`src/rtl/jsl_pkg.sv`:
```
package jsl_pkg;

   localparam int unsigned ByteWidth  = 8;
   localparam int unsigned KindWidth  = 4;
   localparam int unsigned ValueWidth = 64;

   // Token kinds reported on the result channel.
   localparam logic [KindWidth-1:0] KIND_INT        = 4'd0;
   localparam logic [KindWidth-1:0] KIND_NATURAL    = 4'd1;
   localparam logic [KindWidth-1:0] KIND_REAL       = 4'd2;
   localparam logic [KindWidth-1:0] KIND_TRUE       = 4'd3;
   localparam logic [KindWidth-1:0] KIND_FALSE      = 4'd4;
   localparam logic [KindWidth-1:0] KIND_NULL       = 4'd5;
   localparam logic [KindWidth-1:0] KIND_NUM_ERR    = 4'd6;
   localparam logic [KindWidth-1:0] KIND_REAL_ERR   = 4'd7;
   localparam logic [KindWidth-1:0] KIND_TRUE_ERR   = 4'd8;
   localparam logic [KindWidth-1:0] KIND_FALSE_ERR  = 4'd9;
   localparam logic [KindWidth-1:0] KIND_NULL_ERR   = 4'd10;

   // Literal kinds.
   localparam logic [1:0] LIT_TRUE  = 2'd0;
   localparam logic [1:0] LIT_FALSE = 2'd1;
   localparam logic [1:0] LIT_NULL  = 2'd2;

   localparam logic [7:0] CHAR_NUL   = 8'h00;
   localparam logic [7:0] CHAR_TAB   = 8'h09;
   localparam logic [7:0] CHAR_LF    = 8'h0A;
   localparam logic [7:0] CHAR_CR    = 8'h0D;
   localparam logic [7:0] CHAR_SPACE = 8'h20;
   localparam logic [7:0] CHAR_DOT   = 8'h2E;
   localparam logic [7:0] CHAR_MINUS = 8'h2D;
   localparam logic [7:0] CHAR_PLUS  = 8'h2B;
   localparam logic [7:0] CHAR_ZERO  = 8'h30;
   localparam logic [7:0] CHAR_NINE  = 8'h39;
   localparam logic [7:0] CHAR_UC_E  = 8'h45;
   localparam logic [7:0] CHAR_LC_E  = 8'h65;
   localparam logic [7:0] CHAR_LC_T  = 8'h74;
   localparam logic [7:0] CHAR_LC_F  = 8'h66;
   localparam logic [7:0] CHAR_LC_N  = 8'h6E;

   // Expected character at a position after the first letter of a literal.
   function automatic logic [7:0] lit_char(input logic [1:0] kind, input logic [1:0] pos);
      logic [7:0] c;
      c = 8'h00;
      unique case (kind)
         LIT_TRUE: begin
            unique case (pos)
               2'd0: c = 8'h72;
               2'd1: c = 8'h75;
               2'd2: c = 8'h65;
               default: c = 8'h00;
            endcase
         end
         LIT_FALSE: begin
            unique case (pos)
               2'd0: c = 8'h61;
               2'd1: c = 8'h6C;
               2'd2: c = 8'h73;
               default: c = 8'h65;
            endcase
         end
         default: begin
            unique case (pos)
               2'd0: c = 8'h75;
               2'd1: c = 8'h6C;
               2'd2: c = 8'h6C;
               default: c = 8'h00;
            endcase
         end
      endcase
      return c;
   endfunction

   // Index of the last expected character of a literal.
   function automatic logic [1:0] lit_last(input logic [1:0] kind);
      return (kind == LIT_FALSE) ? 2'd3 : 2'd2;
   endfunction

endpackage

```
`src/rtl/json_scalar_token_lexer.sv`:
```
// Channel   Direction  Ports
// req       in         req_valid, req_ready, req_text_byte, req_end_of_text
// rsp       out        rsp_valid, rsp_ready, rsp_token_kind, rsp_value_bits,
//                      rsp_terminator_byte, rsp_terminator_valid
//
// One byte per cycle while the result register can take a result. A transfer lands
// in the input register; the lexer state and the 64-bit digit accumulate are then
// updated from it once the result register can take a result, and a result, if any,
// is loaded into the result register in that same update. Reset returns the lexer to
// idle, where bytes that start no token are skipped. When the result register is full
// and not taken, the input register holds and req_ready drops once it is occupied.
module json_scalar_token_lexer (
   input  logic                               clock,
   input  logic                               reset,
   input  logic                               req_valid,
   output logic                               req_ready,
   input  logic [jsl_pkg::ByteWidth-1:0]      req_text_byte,
   input  logic                               req_end_of_text,
   output logic                               rsp_valid,
   input  logic                               rsp_ready,
   output logic [jsl_pkg::KindWidth-1:0]      rsp_token_kind,
   output logic [jsl_pkg::ValueWidth-1:0]     rsp_value_bits,
   output logic [jsl_pkg::ByteWidth-1:0]      rsp_terminator_byte,
   output logic                               rsp_terminator_valid
);

   localparam logic [2:0] PH_IDLE     = 3'd0;
   localparam logic [2:0] PH_LITERAL  = 3'd1;
   localparam logic [2:0] PH_INT      = 3'd2;
   localparam logic [2:0] PH_FRAC     = 3'd3;
   localparam logic [2:0] PH_EXP_SIGN = 3'd4;
   localparam logic [2:0] PH_EXP_DIG  = 3'd5;

   localparam logic [63:0] SMAX = {1'b0, {63{1'b1}}};

   // Input register.
   logic       in_valid_ff, in_valid_in;
   logic [7:0] in_byte_ff;
   logic       in_eot_ff;

   // Lexer state.
   logic [2:0]  phase_ff, phase_in;
   logic [1:0]  lit_kind_ff, lit_kind_in;
   logic [1:0]  lit_pos_ff, lit_pos_in;
   logic        neg_ff, neg_in;
   logic        digits_ff, digits_in;
   logic [63:0] mag_ff, mag_in;
   logic        sat_ff, sat_in;

   // Result register.
   logic        out_valid_ff, out_valid_in;
   logic [3:0]  out_kind_ff, out_kind_in;
   logic [63:0] out_value_ff, out_value_in;
   logic [7:0]  out_term_ff, out_term_in;
   logic        out_term_valid_ff, out_term_valid_in;

   logic        advance;
   logic        emit;
   logic        emit_int;
   logic        has_term;
   logic [3:0]  kind;
   logic [7:0]  b;
   logic        eot;
   logic        is_digit;
   logic        exp_mark;
   logic [3:0]  d;
   logic [67:0] acc_sum;
   logic        acc_sat;
   logic [63:0] acc_mag;
   logic [63:0] int_value;
   logic [3:0]  int_kind;

   // The stored byte is worked on once the result register can take a result.
   assign advance   = in_valid_ff && (!out_valid_ff || rsp_ready);
   assign req_ready = !in_valid_ff || advance;

   assign b        = in_byte_ff;
   assign eot      = in_eot_ff;
   assign is_digit = (b >= jsl_pkg::CHAR_ZERO) && (b <= jsl_pkg::CHAR_NINE);
   assign exp_mark = (b == jsl_pkg::CHAR_LC_E) || (b == jsl_pkg::CHAR_UC_E);
   assign d        = b[3:0];

   // Magnitude times ten plus the digit, with saturation on any carry out.
   assign acc_sum = {1'b0, mag_ff, 3'b000} + {3'b000, mag_ff, 1'b0} + {64'd0, d};
   assign acc_sat = sat_ff || (acc_sum[67:64] != 4'd0);
   assign acc_mag = acc_sat ? {64{1'b1}} : acc_sum[63:0];

   always_comb begin
      if (neg_ff) begin
         int_kind  = jsl_pkg::KIND_INT;
         int_value = (mag_ff > SMAX) ? {1'b1, 63'd0} : (64'd0 - mag_ff);
      end else begin
         int_kind  = mag_ff[63] ? jsl_pkg::KIND_NATURAL : jsl_pkg::KIND_INT;
         int_value = mag_ff;
      end
   end

   always_comb begin
      phase_in    = phase_ff;
      lit_kind_in = lit_kind_ff;
      lit_pos_in  = lit_pos_ff;
      neg_in      = neg_ff;
      digits_in   = digits_ff;
      mag_in      = mag_ff;
      sat_in      = sat_ff;
      emit        = 1'b0;
      emit_int    = 1'b0;
      has_term    = !eot;
      kind        = jsl_pkg::KIND_NUM_ERR;

      unique case (phase_ff)
         PH_IDLE: begin
            if (!eot) begin
               if (b == jsl_pkg::CHAR_LC_T || b == jsl_pkg::CHAR_LC_F ||
                   b == jsl_pkg::CHAR_LC_N) begin
                  lit_kind_in = (b == jsl_pkg::CHAR_LC_T) ? jsl_pkg::LIT_TRUE :
                                (b == jsl_pkg::CHAR_LC_F) ? jsl_pkg::LIT_FALSE :
                                                            jsl_pkg::LIT_NULL;
                  lit_pos_in  = 2'd0;
                  phase_in    = PH_LITERAL;
               end else if (b == jsl_pkg::CHAR_MINUS || is_digit) begin
                  neg_in    = (b == jsl_pkg::CHAR_MINUS);
                  digits_in = is_digit;
                  mag_in    = is_digit ? {60'd0, d} : 64'd0;
                  sat_in    = 1'b0;
                  phase_in  = PH_INT;
               end
            end
         end
         PH_LITERAL: begin
            if (eot || b != jsl_pkg::lit_char(lit_kind_ff, lit_pos_ff)) begin
               emit = 1'b1;
               kind = (lit_kind_ff == jsl_pkg::LIT_TRUE)  ? jsl_pkg::KIND_TRUE_ERR  :
                      (lit_kind_ff == jsl_pkg::LIT_FALSE) ? jsl_pkg::KIND_FALSE_ERR :
                                                            jsl_pkg::KIND_NULL_ERR;
            end else if (lit_pos_ff == jsl_pkg::lit_last(lit_kind_ff)) begin
               emit     = 1'b1;
               has_term = 1'b0;
               kind = (lit_kind_ff == jsl_pkg::LIT_TRUE)  ? jsl_pkg::KIND_TRUE  :
                      (lit_kind_ff == jsl_pkg::LIT_FALSE) ? jsl_pkg::KIND_FALSE :
                                                            jsl_pkg::KIND_NULL;
            end else begin
               lit_pos_in = lit_pos_ff + 2'd1;
            end
         end
         PH_INT: begin
            if (!eot && (b == jsl_pkg::CHAR_DOT || exp_mark)) begin
               if (!digits_ff) begin
                  emit = 1'b1;
                  kind = jsl_pkg::KIND_NUM_ERR;
               end else begin
                  digits_in = 1'b0;
                  phase_in  = (b == jsl_pkg::CHAR_DOT) ? PH_FRAC : PH_EXP_SIGN;
               end
            end else if (!eot && is_digit) begin
               digits_in = 1'b1;
               mag_in    = acc_mag;
               sat_in    = acc_sat;
            end else begin
               emit     = 1'b1;
               emit_int = digits_ff;
               kind     = digits_ff ? int_kind : jsl_pkg::KIND_NUM_ERR;
            end
         end
         PH_FRAC: begin
            if (!eot && exp_mark) begin
               if (!digits_ff) begin
                  emit = 1'b1;
                  kind = jsl_pkg::KIND_REAL_ERR;
               end else begin
                  digits_in = 1'b0;
                  phase_in  = PH_EXP_SIGN;
               end
            end else if (!eot && is_digit) begin
               digits_in = 1'b1;
            end else begin
               emit = 1'b1;
               kind = digits_ff ? jsl_pkg::KIND_REAL : jsl_pkg::KIND_REAL_ERR;
            end
         end
         PH_EXP_SIGN: begin
            if (!eot && (is_digit || b == jsl_pkg::CHAR_MINUS || b == jsl_pkg::CHAR_PLUS)) begin
               digits_in = is_digit;
               phase_in  = PH_EXP_DIG;
            end else begin
               emit = 1'b1;
               kind = jsl_pkg::KIND_REAL_ERR;
            end
         end
         PH_EXP_DIG: begin
            if (!eot && is_digit) begin
               digits_in = 1'b1;
            end else begin
               emit = 1'b1;
               kind = digits_ff ? jsl_pkg::KIND_REAL : jsl_pkg::KIND_REAL_ERR;
            end
         end
         default: begin
            phase_in = PH_IDLE;
         end
      endcase

      // Every result sends the lexer back to idle.
      if (emit) begin
         phase_in    = PH_IDLE;
         lit_kind_in = 2'd0;
         lit_pos_in  = 2'd0;
         neg_in      = 1'b0;
         digits_in   = 1'b0;
         mag_in      = 64'd0;
         sat_in      = 1'b0;
      end
   end

   always_comb begin
      in_valid_in       = in_valid_ff;
      out_valid_in      = out_valid_ff;
      out_kind_in       = out_kind_ff;
      out_value_in      = out_value_ff;
      out_term_in       = out_term_ff;
      out_term_valid_in = out_term_valid_ff;
      if (out_valid_ff && rsp_ready) begin
         out_valid_in = 1'b0;
      end
      if (advance) begin
         in_valid_in = 1'b0;
         if (emit) begin
            out_valid_in      = 1'b1;
            out_kind_in       = kind;
            out_value_in      = emit_int ? int_value : 64'd0;
            out_term_in       = has_term ? b : 8'd0;
            out_term_valid_in = has_term;
         end
      end
      if (req_valid && req_ready) begin
         in_valid_in = 1'b1;
      end
   end

   always_ff @(posedge clock) begin
      if (reset) begin
         in_valid_ff  <= 1'b0;
         out_valid_ff <= 1'b0;
         phase_ff     <= PH_IDLE;
         lit_kind_ff  <= 2'd0;
         lit_pos_ff   <= 2'd0;
         neg_ff       <= 1'b0;
         digits_ff    <= 1'b0;
         sat_ff       <= 1'b0;
      end else begin
         in_valid_ff  <= in_valid_in;
         out_valid_ff <= out_valid_in;
         if (advance) begin
            phase_ff    <= phase_in;
            lit_kind_ff <= lit_kind_in;
            lit_pos_ff  <= lit_pos_in;
            neg_ff      <= neg_in;
            digits_ff   <= digits_in;
            sat_ff      <= sat_in;
         end
      end
   end

   always_ff @(posedge clock) begin
      if (reset) begin
         mag_ff <= 64'd0;
      end else if (advance) begin
         mag_ff <= mag_in;
      end
      if (req_valid && req_ready) begin
         in_byte_ff <= req_text_byte;
         in_eot_ff  <= req_end_of_text;
      end
      out_kind_ff       <= out_kind_in;
      out_value_ff      <= out_value_in;
      out_term_ff       <= out_term_in;
      out_term_valid_ff <= out_term_valid_in;
   end

   assign rsp_valid            = out_valid_ff;
   assign rsp_token_kind       = out_kind_ff;
   assign rsp_value_bits       = out_value_ff;
   assign rsp_terminator_byte  = out_term_ff;
   assign rsp_terminator_valid = out_term_valid_ff;

endmodule

```
`config.mk`:
```
export PLATFORM = sky130hd
export DESIGN_NAME = json_scalar_token_lexer
export DESIGN_NICKNAME = d
export VERILOG_FILES = /design/src/rtl/jsl_pkg.sv /design/src/rtl/json_scalar_token_lexer.sv
export SDC_FILE = /design/constraint.sdc
export NUM_CORES = 1
export LEC_CHECK = 0
export BUFFER_PORTS_ARGS = -buffer_cell sky130_fd_sc_hd__buf_4
export CAP_MARGIN = 10
export CORE_ASPECT_RATIO = 1.5
export CORE_MARGIN = 3
export CORE_UTILIZATION = 56
export DETAILED_ROUTE_END_ITERATION = 7
export PLACE_DENSITY = 0.78
export SLEW_MARGIN = 10
export SYNTH_ARGS = -nofsm -noshare
export SYNTH_HDL_FRONTEND = slang
export SYNTH_SLANG_ARGS = --single-unit
```
`constraint.sdc`:
```
create_clock -name clock -period 5.1 [get_ports clock]
set_input_delay 0.51 -clock clock [delete_from_list [all_inputs] [get_ports clock]]
set_output_delay 0.51 -clock clock [all_outputs]
set_load 0.02 [all_outputs]
```
Yosys cells after proc, flatten, opt, wreduce, memory -nomap -nowiden

Cells that the tools add are included.

Bits in registers: 162
Bits of input ports: 13
Output and inout bits: 79
Word-level logic and storage cells: 195

Add/subtract/negate cells: 4
Magnitude comparators: 3
Eq/ne operators: 35
Mux-type cells: 97
Reduce and logical (&&, ||, !) cells: 41

Operators with widths:

| operator                                                          | count |
|---|---|
| two-way mux 64 bit                                                | 9 |
| one-hot mux 64 bit (2 select lines)                               | 1 |
| adder 67 x 65 -> 68 bit                                           | 1 |
| adder 68 x 4 -> 68 bit                                            | 1 |
| greater-than comparator 64 x 63 -> 1 bit, second input constant   | 1 |
| subtractor 1 x 64 -> 64 bit, first input constant                 | 1 |
| two-way mux 1 bit                                                 | 43 |
| two-way mux 3 bit                                                 | 14 |
| == test 8 x 7 -> 1 bit, second input constant                     | 5 |
| != test 3 bit, second input constant                              | 13 |
| two-way mux 2 bit                                                 | 13 |
| == test 8 x 6 -> 1 bit, second input constant                     | 3 |
| two-way mux 4 bit                                                 | 6 |
| one-hot mux 7 bit (3 select lines)                                | 1 |
| one-hot mux 4 bit (5 select lines)                                | 1 |
| one-hot mux 8 bit (2 select lines)                                | 1 |
| one-hot mux 3 bit (5 select lines)                                | 1 |
| one-hot mux 5 bit (3 select lines)                                | 1 |
| one-hot mux 7 bit (2 select lines)                                | 1 |
| AND reduction 6 bit                                               | 2 |
| logical OR 1 bit                                                  | 10 |
| one-hot mux 1 bit (5 select lines)                                | 2 |
| AND reduction 9 bit                                               | 1 |
| greater-or-equal comparator 8 x 6 -> 1 bit, second input constant | 1 |
| 28 further kinds                                                  | 47 |

Depth between registers and ports, before layout

Gate-level depths: netlist of run 1.

Depth in word-level cells: 11
Mapped depth: 17

Worst setup path after synthesis of run 1

No wires, ideal clock.

Kind: reg-to-reg
From: reg lit_pos_ff[0]
To: reg out_term_ff[0], in the netlist rsp_terminator_byte[0], enable pin
Setup time: 0.512 ns
Data arrival time: 4.861 ns
Path slack: -0.274 ns
Cell stages (with the launch flop): 10
Clock period less this slack: 5.374 ns
Cells stage by stage: dfxtp_1 -> inv_1 -> ha_1 -> nor2_1 -> a21oi_1 -> o21ai_0 -> xnor2_1 -> nor4_1 -> o21a_1 -> nor2_1

Cells in the longest elaborated chain, start to end: 10
Elaborated cells between the ends (all ways): 16
Those cells by class: eq/ne: 4; mux: 8; reduce/logical: 4

RTL lines:

| what                                                    | line                                        | source |
|---|---|---|
| start: declaration                                      | json_scalar_token_lexer.sv:44               | `logic [1:0] lit_pos_ff, lit_pos_in;` |
| start signal: assignment                                | json_scalar_token_lexer.sv:256              | `lit_pos_ff <= lit_pos_in;` |
| == test 2 bit or == test 2 x 1 -> 1 bit (tied branches) | jsl_pkg.sv:47, jsl_pkg.sv:55, jsl_pkg.sv:63 |  |
| OR reduction 2 bit (no line)                            | n/a                                         |  |
| one-hot mux 7 bit (2 select lines)                      | jsl_pkg.sv:63                               | `unique case (pos)` |
| one-hot mux 8 bit (2 select lines)                      | jsl_pkg.sv:45                               | `unique case (kind)` |
| two-way mux 8 bit                                       | json_scalar_token_lexer.sv:111              | `unique case (phase_ff)` |
| != test 8 bit                                           | json_scalar_token_lexer.sv:131              | `if (eot \|\| b != jsl_pkg::lit_char(lit_kind_ff, lit_pos_ff)) begin` |
| logical OR 1 bit                                        | json_scalar_token_lexer.sv:131              |  |
| two-way mux 1 bit *                                     | json_scalar_token_lexer.sv:131              |  |
| one-hot mux 1 bit (5 select lines) *                    | json_scalar_token_lexer.sv:111              |  |
| AND reduction 2 bit (no line) *                         | n/a                                         |  |
| end signal: assignment                                  | json_scalar_token_lexer.sv:276              | `out_term_ff <= out_term_in;` |
| end: declaration                                        | json_scalar_token_lexer.sv:54               | `logic [7:0] out_term_ff, out_term_in;` |

Every way passes the cells marked *; elsewhere a longest branch is shown, timed or not. The select of a mux whose other input is x is not followed.
A chain may end at the register's enable or synchronous reset.

Final worst setup path of run 1

From: reg in_byte_ff[2], in the netlist b[2]
To: reg mag_ff[35]

Cells in the longest elaborated chain, start to end: 9
Elaborated cells between the ends (all ways): 44
Those cells by class: add/sub: 1; order compare: 2; eq/ne: 14; mux: 11; reduce/logical: 16

RTL lines:

| what                                                                           | line                           | source |
|---|---|---|
| start: declaration                                                             | json_scalar_token_lexer.sv:38  | `logic [7:0] in_byte_ff;` |
| start signal: assignment                                                       | json_scalar_token_lexer.sv:271 | `in_byte_ff <= req_text_byte;` |
| parallel branches: the longest is 9 deep, another holds adder 68 x 4 -> 68 bit | n/a                            |  |
| end signal: assignment                                                         | json_scalar_token_lexer.sv:268 | `mag_ff <= mag_in;` |
| end: declaration                                                               | json_scalar_token_lexer.sv:47  | `logic [63:0] mag_ff, mag_in;` |

Parallel ways; which one is timed is not known. The select of a mux whose other input is x is not followed.

==> out/results.txt, run 1 <==
row cnt - 66
residual DRC count - 0
filler instances - 1868
Die Span X - 129 um
final hold vios - 0
setup bufs post-CTS - 0
post-route cell area - 0.0142 mm^2
Worst-path clk slew - 70 ps
routed len/inst - 18.1 um
Post-Syn Nets - 1636
initial antenna violation count - 0
# setup viols final - 0
min-delay src - req_text_byte[5]
area taken by multi-input logic gates - 0.00819 mm^2
Num CTS Buffers - 17
fmax - 218 MHz
Vias/cell - 6.31
Die Area - 0.0245 mm^2
Least-Margin Pin Slew - 1110 ps
Mean Syn Cell Area - 8.51 um^2
EDFF count, synth - 86
leakage - 6.21 nW
Sink Count - 162
Slew Viols, Final - 0
final core utilization - 64.6%
startpoint types - flip-flop
Tcrit/Tclk final - 90.0%
I/O pin cnt - 92
Post-Synthesis Cell Area - 0.0127 mm^2
Routed WL - 33.1 mm
Synth Warn # - 0
Post-synth ARST share - 0%
Final #Nets - 1687
Cell Count, Final, Fillers Out - 1824
Post-DRT Antenna Nets - 0
via count - 11506
RSZ-0062 raised after global routing - false
IO buf count - 91
Core ar. - 0.0220 mm^2
Tot GR Track Use - 27.3%
sequential share of the synthesized area - 32.4%
number of DRC markers in iteration 0 - 790
post-layout minimum cycle time - 4590 ps
reg2reg start - b[2]$_DFFE_PP_
Final Power - 2.82 mW
commonest non-fill, non-tap cell in the layout - o21ai_0
clk buf depth - 2
post-synthesis register bit count - 162
largest net degree at the start of global routing - 67
worst hold path class - in2reg
commonest cells after routing, fill and taps aside - o21ai_0, nor2_1, ha_1, nand2_1, a21oi_1
Synth Flop Type - edfxtp_1
area growth from synthesis to layout - 12.0%
Worst setup EP type - flip-flop
RR Endpoint - mag_ff[35]$_SDFFE_PP0P_
Initial Util - 57.7%
final RePlAce weighted congestion - 0.972
Worst Path Max Fanout - 34
CP peak stage delay - 540 ps
peak supply drop - 201 uV
first-pass detailed-route iteration total - 5
tightest slew margin relative to the limit - 25.8%
n_diodes - 0
Die Span Y - 190 um
Clock Latency Late Sink - 450 ps
number of global-route vias before repair - 11372
Final HPWL DP - 24.5 mm
Hold Crit Endpoint - b[5]$_DFFE_PP_
gr ovfl total - 0
CP arrival - 4880 ps
Reg area - 0.00411 mm^2
CP required - 5380 ps
first-pass GRT wire length - 54.6 mm
share of cells above drive strength 1 - 10.4%
status - finished clean
CP max-delay cell - a211oi_1
crit path cell chain - ha_1 -> ha_1 -> inv_1 -> fa_1 -> nand2b_1 -> a21oi_1 -> o21ai_0 -> a211oi_1 -> buf_4 -> a211oi_1 -> a2111oi_1 -> or3_1 -> a21bo_2 -> a21oi_4 -> buf_4 -> o21ai_0
PD cells - 199 mW/mm^2
Setup TNS - 0 ps
Worst Skew - 10.1 ps
Reg2Reg Depth - 16
Clock Root Buffer - clkbuf_16
H-tree depth - 4
flop-to-flop setup slack - 510 ps
Mapped Cells - 1488
critical path type - reg2reg
CTS tree - yes
Netlist cell types - 68
WHS Path Cells - 1
placed inst area - 0.0136 mm^2
dpl cells - 1792
Max Cap Violations - 0
hold_buf cts - 0
[flip-flops by register name, indices dropped and copies added (netlist names), 2 cells and up]
register and count:
mag_ff 64, rsp_value_bits 64, b 8, rsp_terminator_byte 8
rsp_token_kind 4, phase_ff 3, lit_kind_ff 2, lit_pos_ff 2
[synth_stat cells, types with 25 or more instances]
library cell / count / area (um^2)
inv_1: 32 / 120
xor2_1: 83 / 727
nand4_1: 25 / 156
edfxtp_1: 86 / 2580
a22oi_1: 55 / 413
o21ai_0: 159 / 796
xnor2_1: 41 / 359
ha_1: 133 / 1660
clkbuf_1: 65 / 244
a21oi_1: 114 / 571
nor2_1: 143 / 537
dfxtp_1: 76 / 1520
a21o_1: 35 / 263
nand2_1: 120 / 450
[metal layers]
| layer | up-vias | track usage (%) | share of wire (%) |
|---|---|---|---|
| li1 | 5678 | - | - |
| met1 | 5428 | 31.0 | 40 |
| met2 | 315 | 49.5 | 52 |
| met3 | 85 | 3.76 | 3.7 |
| met4 | 0 | 13.2 | 4.0 |
| met5 | - | 0 | 0 |
[stage by stage]
stage	setup WS (ps)	hold slack, ps
after floorplan	962	449
after global placement	794	465
after detailed placement	558	474
after CTS	521	216
after global routing	93.9	218
final	508	229
[worst max path at each step]
stage          cells after the start      startpoint                       to
3_3_place_gp                      15  b[3]$_DFFE_PP_  mag_ff[41]$_SDFFE_PP0P_
6_report                          16  b[2]$_DFFE_PP_  mag_ff[35]$_SDFFE_PP0P_
5_1_grt                           16  b[2]$_DFFE_PP_  mag_ff[61]$_SDFFE_PP0P_
4_1_cts                           16  b[2]$_DFFE_PP_  mag_ff[35]$_SDFFE_PP0P_
2_1_floorplan                     15  b[3]$_DFFE_PP_  mag_ff[62]$_SDFFE_PP0P_
3_5_place_dp                      16  b[2]$_DFFE_PP_  mag_ff[46]$_SDFFE_PP0P_
[cell type report]
cell class,instances,share of cell area [%]
clock buffer,17,3.00
clock inverter,15,1.36
inverter,32,0.847
multi-input combinational,1219,57.7
sequential,162,28.9
tap,272,2.40
timing repair buffer,107,5.75
[cell families (layout without fill, tap and decap cells)]
group / Yosys count / count (layout) / share of synthesized area (%)
simple gates: 453 / 453 / 17.1
fa+ha+maj: 135 / 135 / 13.5
xor+xnor: 124 / 124 / 8.57
mux: 6 / 6 / 0.484
compound gates: 501 / 501 / 24.7
flops: 162 / 162 / 32.4
buf+inv: 107 / 171 / 3.25
[critical path, delay by kind of cell, from the launching register on]
family	cells	cell delay [ps]
AO/OA/AOI/OAI	8	1970
adder cells (fa/ha/maj)	3	790
buffers and inverters	3	580
flip-flops	1	520
AND/OR/NAND/NOR	2	520
[repair_timing]
item | in CTS | in global routing
hold endpoints to repair | 0 | 0
resized for setup | 0 | 1
setup endpoints to repair | 0 | 2
[power breakdown]
group	switching [mW]	total [mW]	internal [mW]
clock	0.623	1.37	0.747
combinational	0.0448	0.0734	0.0286
sequential	0.0111	1.38	1.37
(Power assumes the default switching activity.)
==> run 2, diff against run 1 <==
--- a/config.mk
+++ b/config.mk
@@ -7,11 +7,13 @@
 export LEC_CHECK = 0
 export BUFFER_PORTS_ARGS = -buffer_cell sky130_fd_sc_hd__buf_4
 export CAP_MARGIN = 10
-export CORE_ASPECT_RATIO = 1.5
+export CELL_PAD_IN_SITES_DETAIL_PLACEMENT = 0
+export CELL_PAD_IN_SITES_GLOBAL_PLACEMENT = 1
 export CORE_MARGIN = 3
-export CORE_UTILIZATION = 56
+export CORE_UTILIZATION = 43
 export DETAILED_ROUTE_END_ITERATION = 7
-export PLACE_DENSITY = 0.78
+export GPL_ROUTABILITY_DRIVEN = 0
+export PLACE_DENSITY_LB_ADDON = 0.1
 export SLEW_MARGIN = 10
 export SYNTH_ARGS = -nofsm -noshare
 export SYNTH_HDL_FRONTEND = slang
==> out/results.txt, run 2 (synthesized netlist as in run 1, its figures left out) <==
critical path type - reg2reg
flop-to-flop setup slack - 560 ps
I/O pin cnt - 92
Vias/cell - 5.85
gr ovfl total - 0
CP arrival - 4820 ps
n_diodes - 0
CP required - 5390 ps
share of cells above drive strength 1 - 10.5%
Worst Skew - 13.1 ps
Place WS - 472 ps
Top delay family on crit path - compound AO/OA/AOI/OAI gates
CP max-delay cell - a211oi_1
Worst-path clk slew - 70 ps
commonest non-fill, non-tap cell in the layout - o21ai_0
Worst Path Max Fanout - 39
via count - 11346
final hold vios - 0
first-pass detailed-route iteration total - 5
clk buf depth - 2
Initial Util - 43.9%
residual DRC count - 0
routed len/inst - 17.7 um
row cnt - 62
RR Endpoint - mag_ff[42]$_SDFFE_PP0P_
Routed WL - 34.3 mm
Core ar. - 0.0289 mm^2
Setup TNS - 0 ps
Clock Latency Late Sink - 430 ps
area growth from synthesis to layout - 13.1%
RSZ-0062 raised after global routing - false
Buf+Inv Stages, Crit Path - 2
leakage - 6.20 nW
CP peak stage delay - 590 ps
Die Span X - 178 um
filler instances - 2850
Reg2Reg Depth - 15
Hold Crit Endpoint - b[7]$_DFFE_PP_
Sink Count - 162
Max Cap Violations - 0
commonest cells after routing, fill and taps aside - o21ai_0, nor2_1, ha_1, nand2_1, a21oi_1
PD cells - 198 mW/mm^2
initial antenna violation count - 0
Post-DRT Antenna Nets - 0
status - finished clean
Worst setup EP type - flip-flop
startpoint types - flip-flop
Die Span Y - 178 um
Tot GR Track Use - 22.0%
Final #Nets - 1691
number of DRC markers in iteration 0 - 758
first-pass GRT wire length - 57.4 mm
WHS Path Cells - 1
H-tree depth - 4
worst hold path class - in2reg
fmax - 220 MHz
setup slack after layout - 563 ps
CTS tree - yes
Die Area - 0.0316 mm^2
crit path cell chain - ha_1 -> ha_1 -> inv_1 -> fa_1 -> nand2b_1 -> a21oi_1 -> o21ai_0 -> a211oi_2 -> a211oi_1 -> a2111oi_0 -> or3_1 -> a21bo_2 -> a21oi_4 -> buf_4 -> o21ai_0
min-delay src - req_text_byte[7]
hold_buf cts - 0
post-layout minimum cycle time - 4540 ps
IO buf count - 91
Final HPWL DP - 25.6 mm
number of global-route vias before repair - 11069
Clock Root Buffer - clkbuf_16
# setup viols final - 0
reg2reg start - b[2]$_DFFE_PP_
tightest slew margin relative to the limit - 36.2%
Least-Margin Pin Slew - 949 ps
largest net degree at the start of global routing - 66
Slew Viols, Final - 0
Tcrit/Tclk final - 89.0%
peak supply drop - 184 uV
Num CTS Buffers - 17
## run 2: per-stage QoR
stage / total power [mW] / hold slack, ps / utilization, % / instances / cell area (um^2)
after floorplan: 1.45 / 449 / - / 1488 / 12700
after global placement: 1.48 / 470 / 47.6 / 1908 / 13700
after detailed placement: 1.48 / 479 / 47.6 / 1908 / 13700
after CTS: 2.86 / 228 / 49.6 / 1939 / 14300
after global routing: 2.93 / 232 / 49.7 / 1939 / 14300
final: 2.83 / 249 / 49.7 / 1939 / 14300
## run 2: worst max path at each step
stage                               from                 endpoint  slack, ps  cells after the start
after floorplan           b[3]$_DFFE_PP_  mag_ff[62]$_SDFFE_PP0P_        960                     15
after global placement    b[3]$_DFFE_PP_  mag_ff[41]$_SDFFE_PP0P_        620                     14
after detailed placement  b[2]$_DFFE_PP_  mag_ff[25]$_SDFFE_PP0P_        470                     15
after CTS                 b[2]$_DFFE_PP_  mag_ff[25]$_SDFFE_PP0P_        420                     15
after global routing      b[2]$_DFFE_PP_  mag_ff[40]$_SDFFE_PP0P_        170                     15
final                     b[2]$_DFFE_PP_  mag_ff[42]$_SDFFE_PP0P_        560                     15
## run 2: power breakdown
part	switching [mW]	internal, mW	total [mW]
Sequential	0.0115	1.37	1.38
Clock	0.595	0.787	1.38
Combinational	0.0447	0.0276	0.0723
## run 2: metal layers
layer  vias to the layer above  wire [um]  global-route usage, %
met5                         -          0                      0
met4                         0        469                   4.58
met3                        40       1460                   3.19
met2                       252      15800                   36.5
met1                      5398      16500                   30.6
li1                       5656          -                      -
## run 2: what timing repair did
item / in CTS / in global routing
gates resized for setup: 0 / 1
endpoints found under the setup margin: 0 / 1
buffers inserted: 0 / 0
## run 2: worst register-to-register path, cell delays in order (launching register included)
cell and delay (ps):
edfxtp_1 530, ha_1 350, ha_1 240, inv_1 80, fa_1 170, nand2b_1 150, a21oi_1 110, o21ai_0 450
a211oi_2 190, a211oi_1 590, a2111oi_0 240, or3_1 340, a21bo_2 280, a21oi_4 130, buf_4 350, o21ai_0 190
## run 2: layout make-up
class / count / area [um^2] / area share, %
clock inverters: 11 / 154 / 1.07
inverters: 32 / 120 / 0.838
repair buffers: 111 / 833 / 5.81
clock buffers: 20 / 447 / 3.12
flip-flops and latches: 162 / 4110 / 28.6
well taps: 384 / 480 / 3.35
multi-input cells: 1219 / 8190 / 57.2
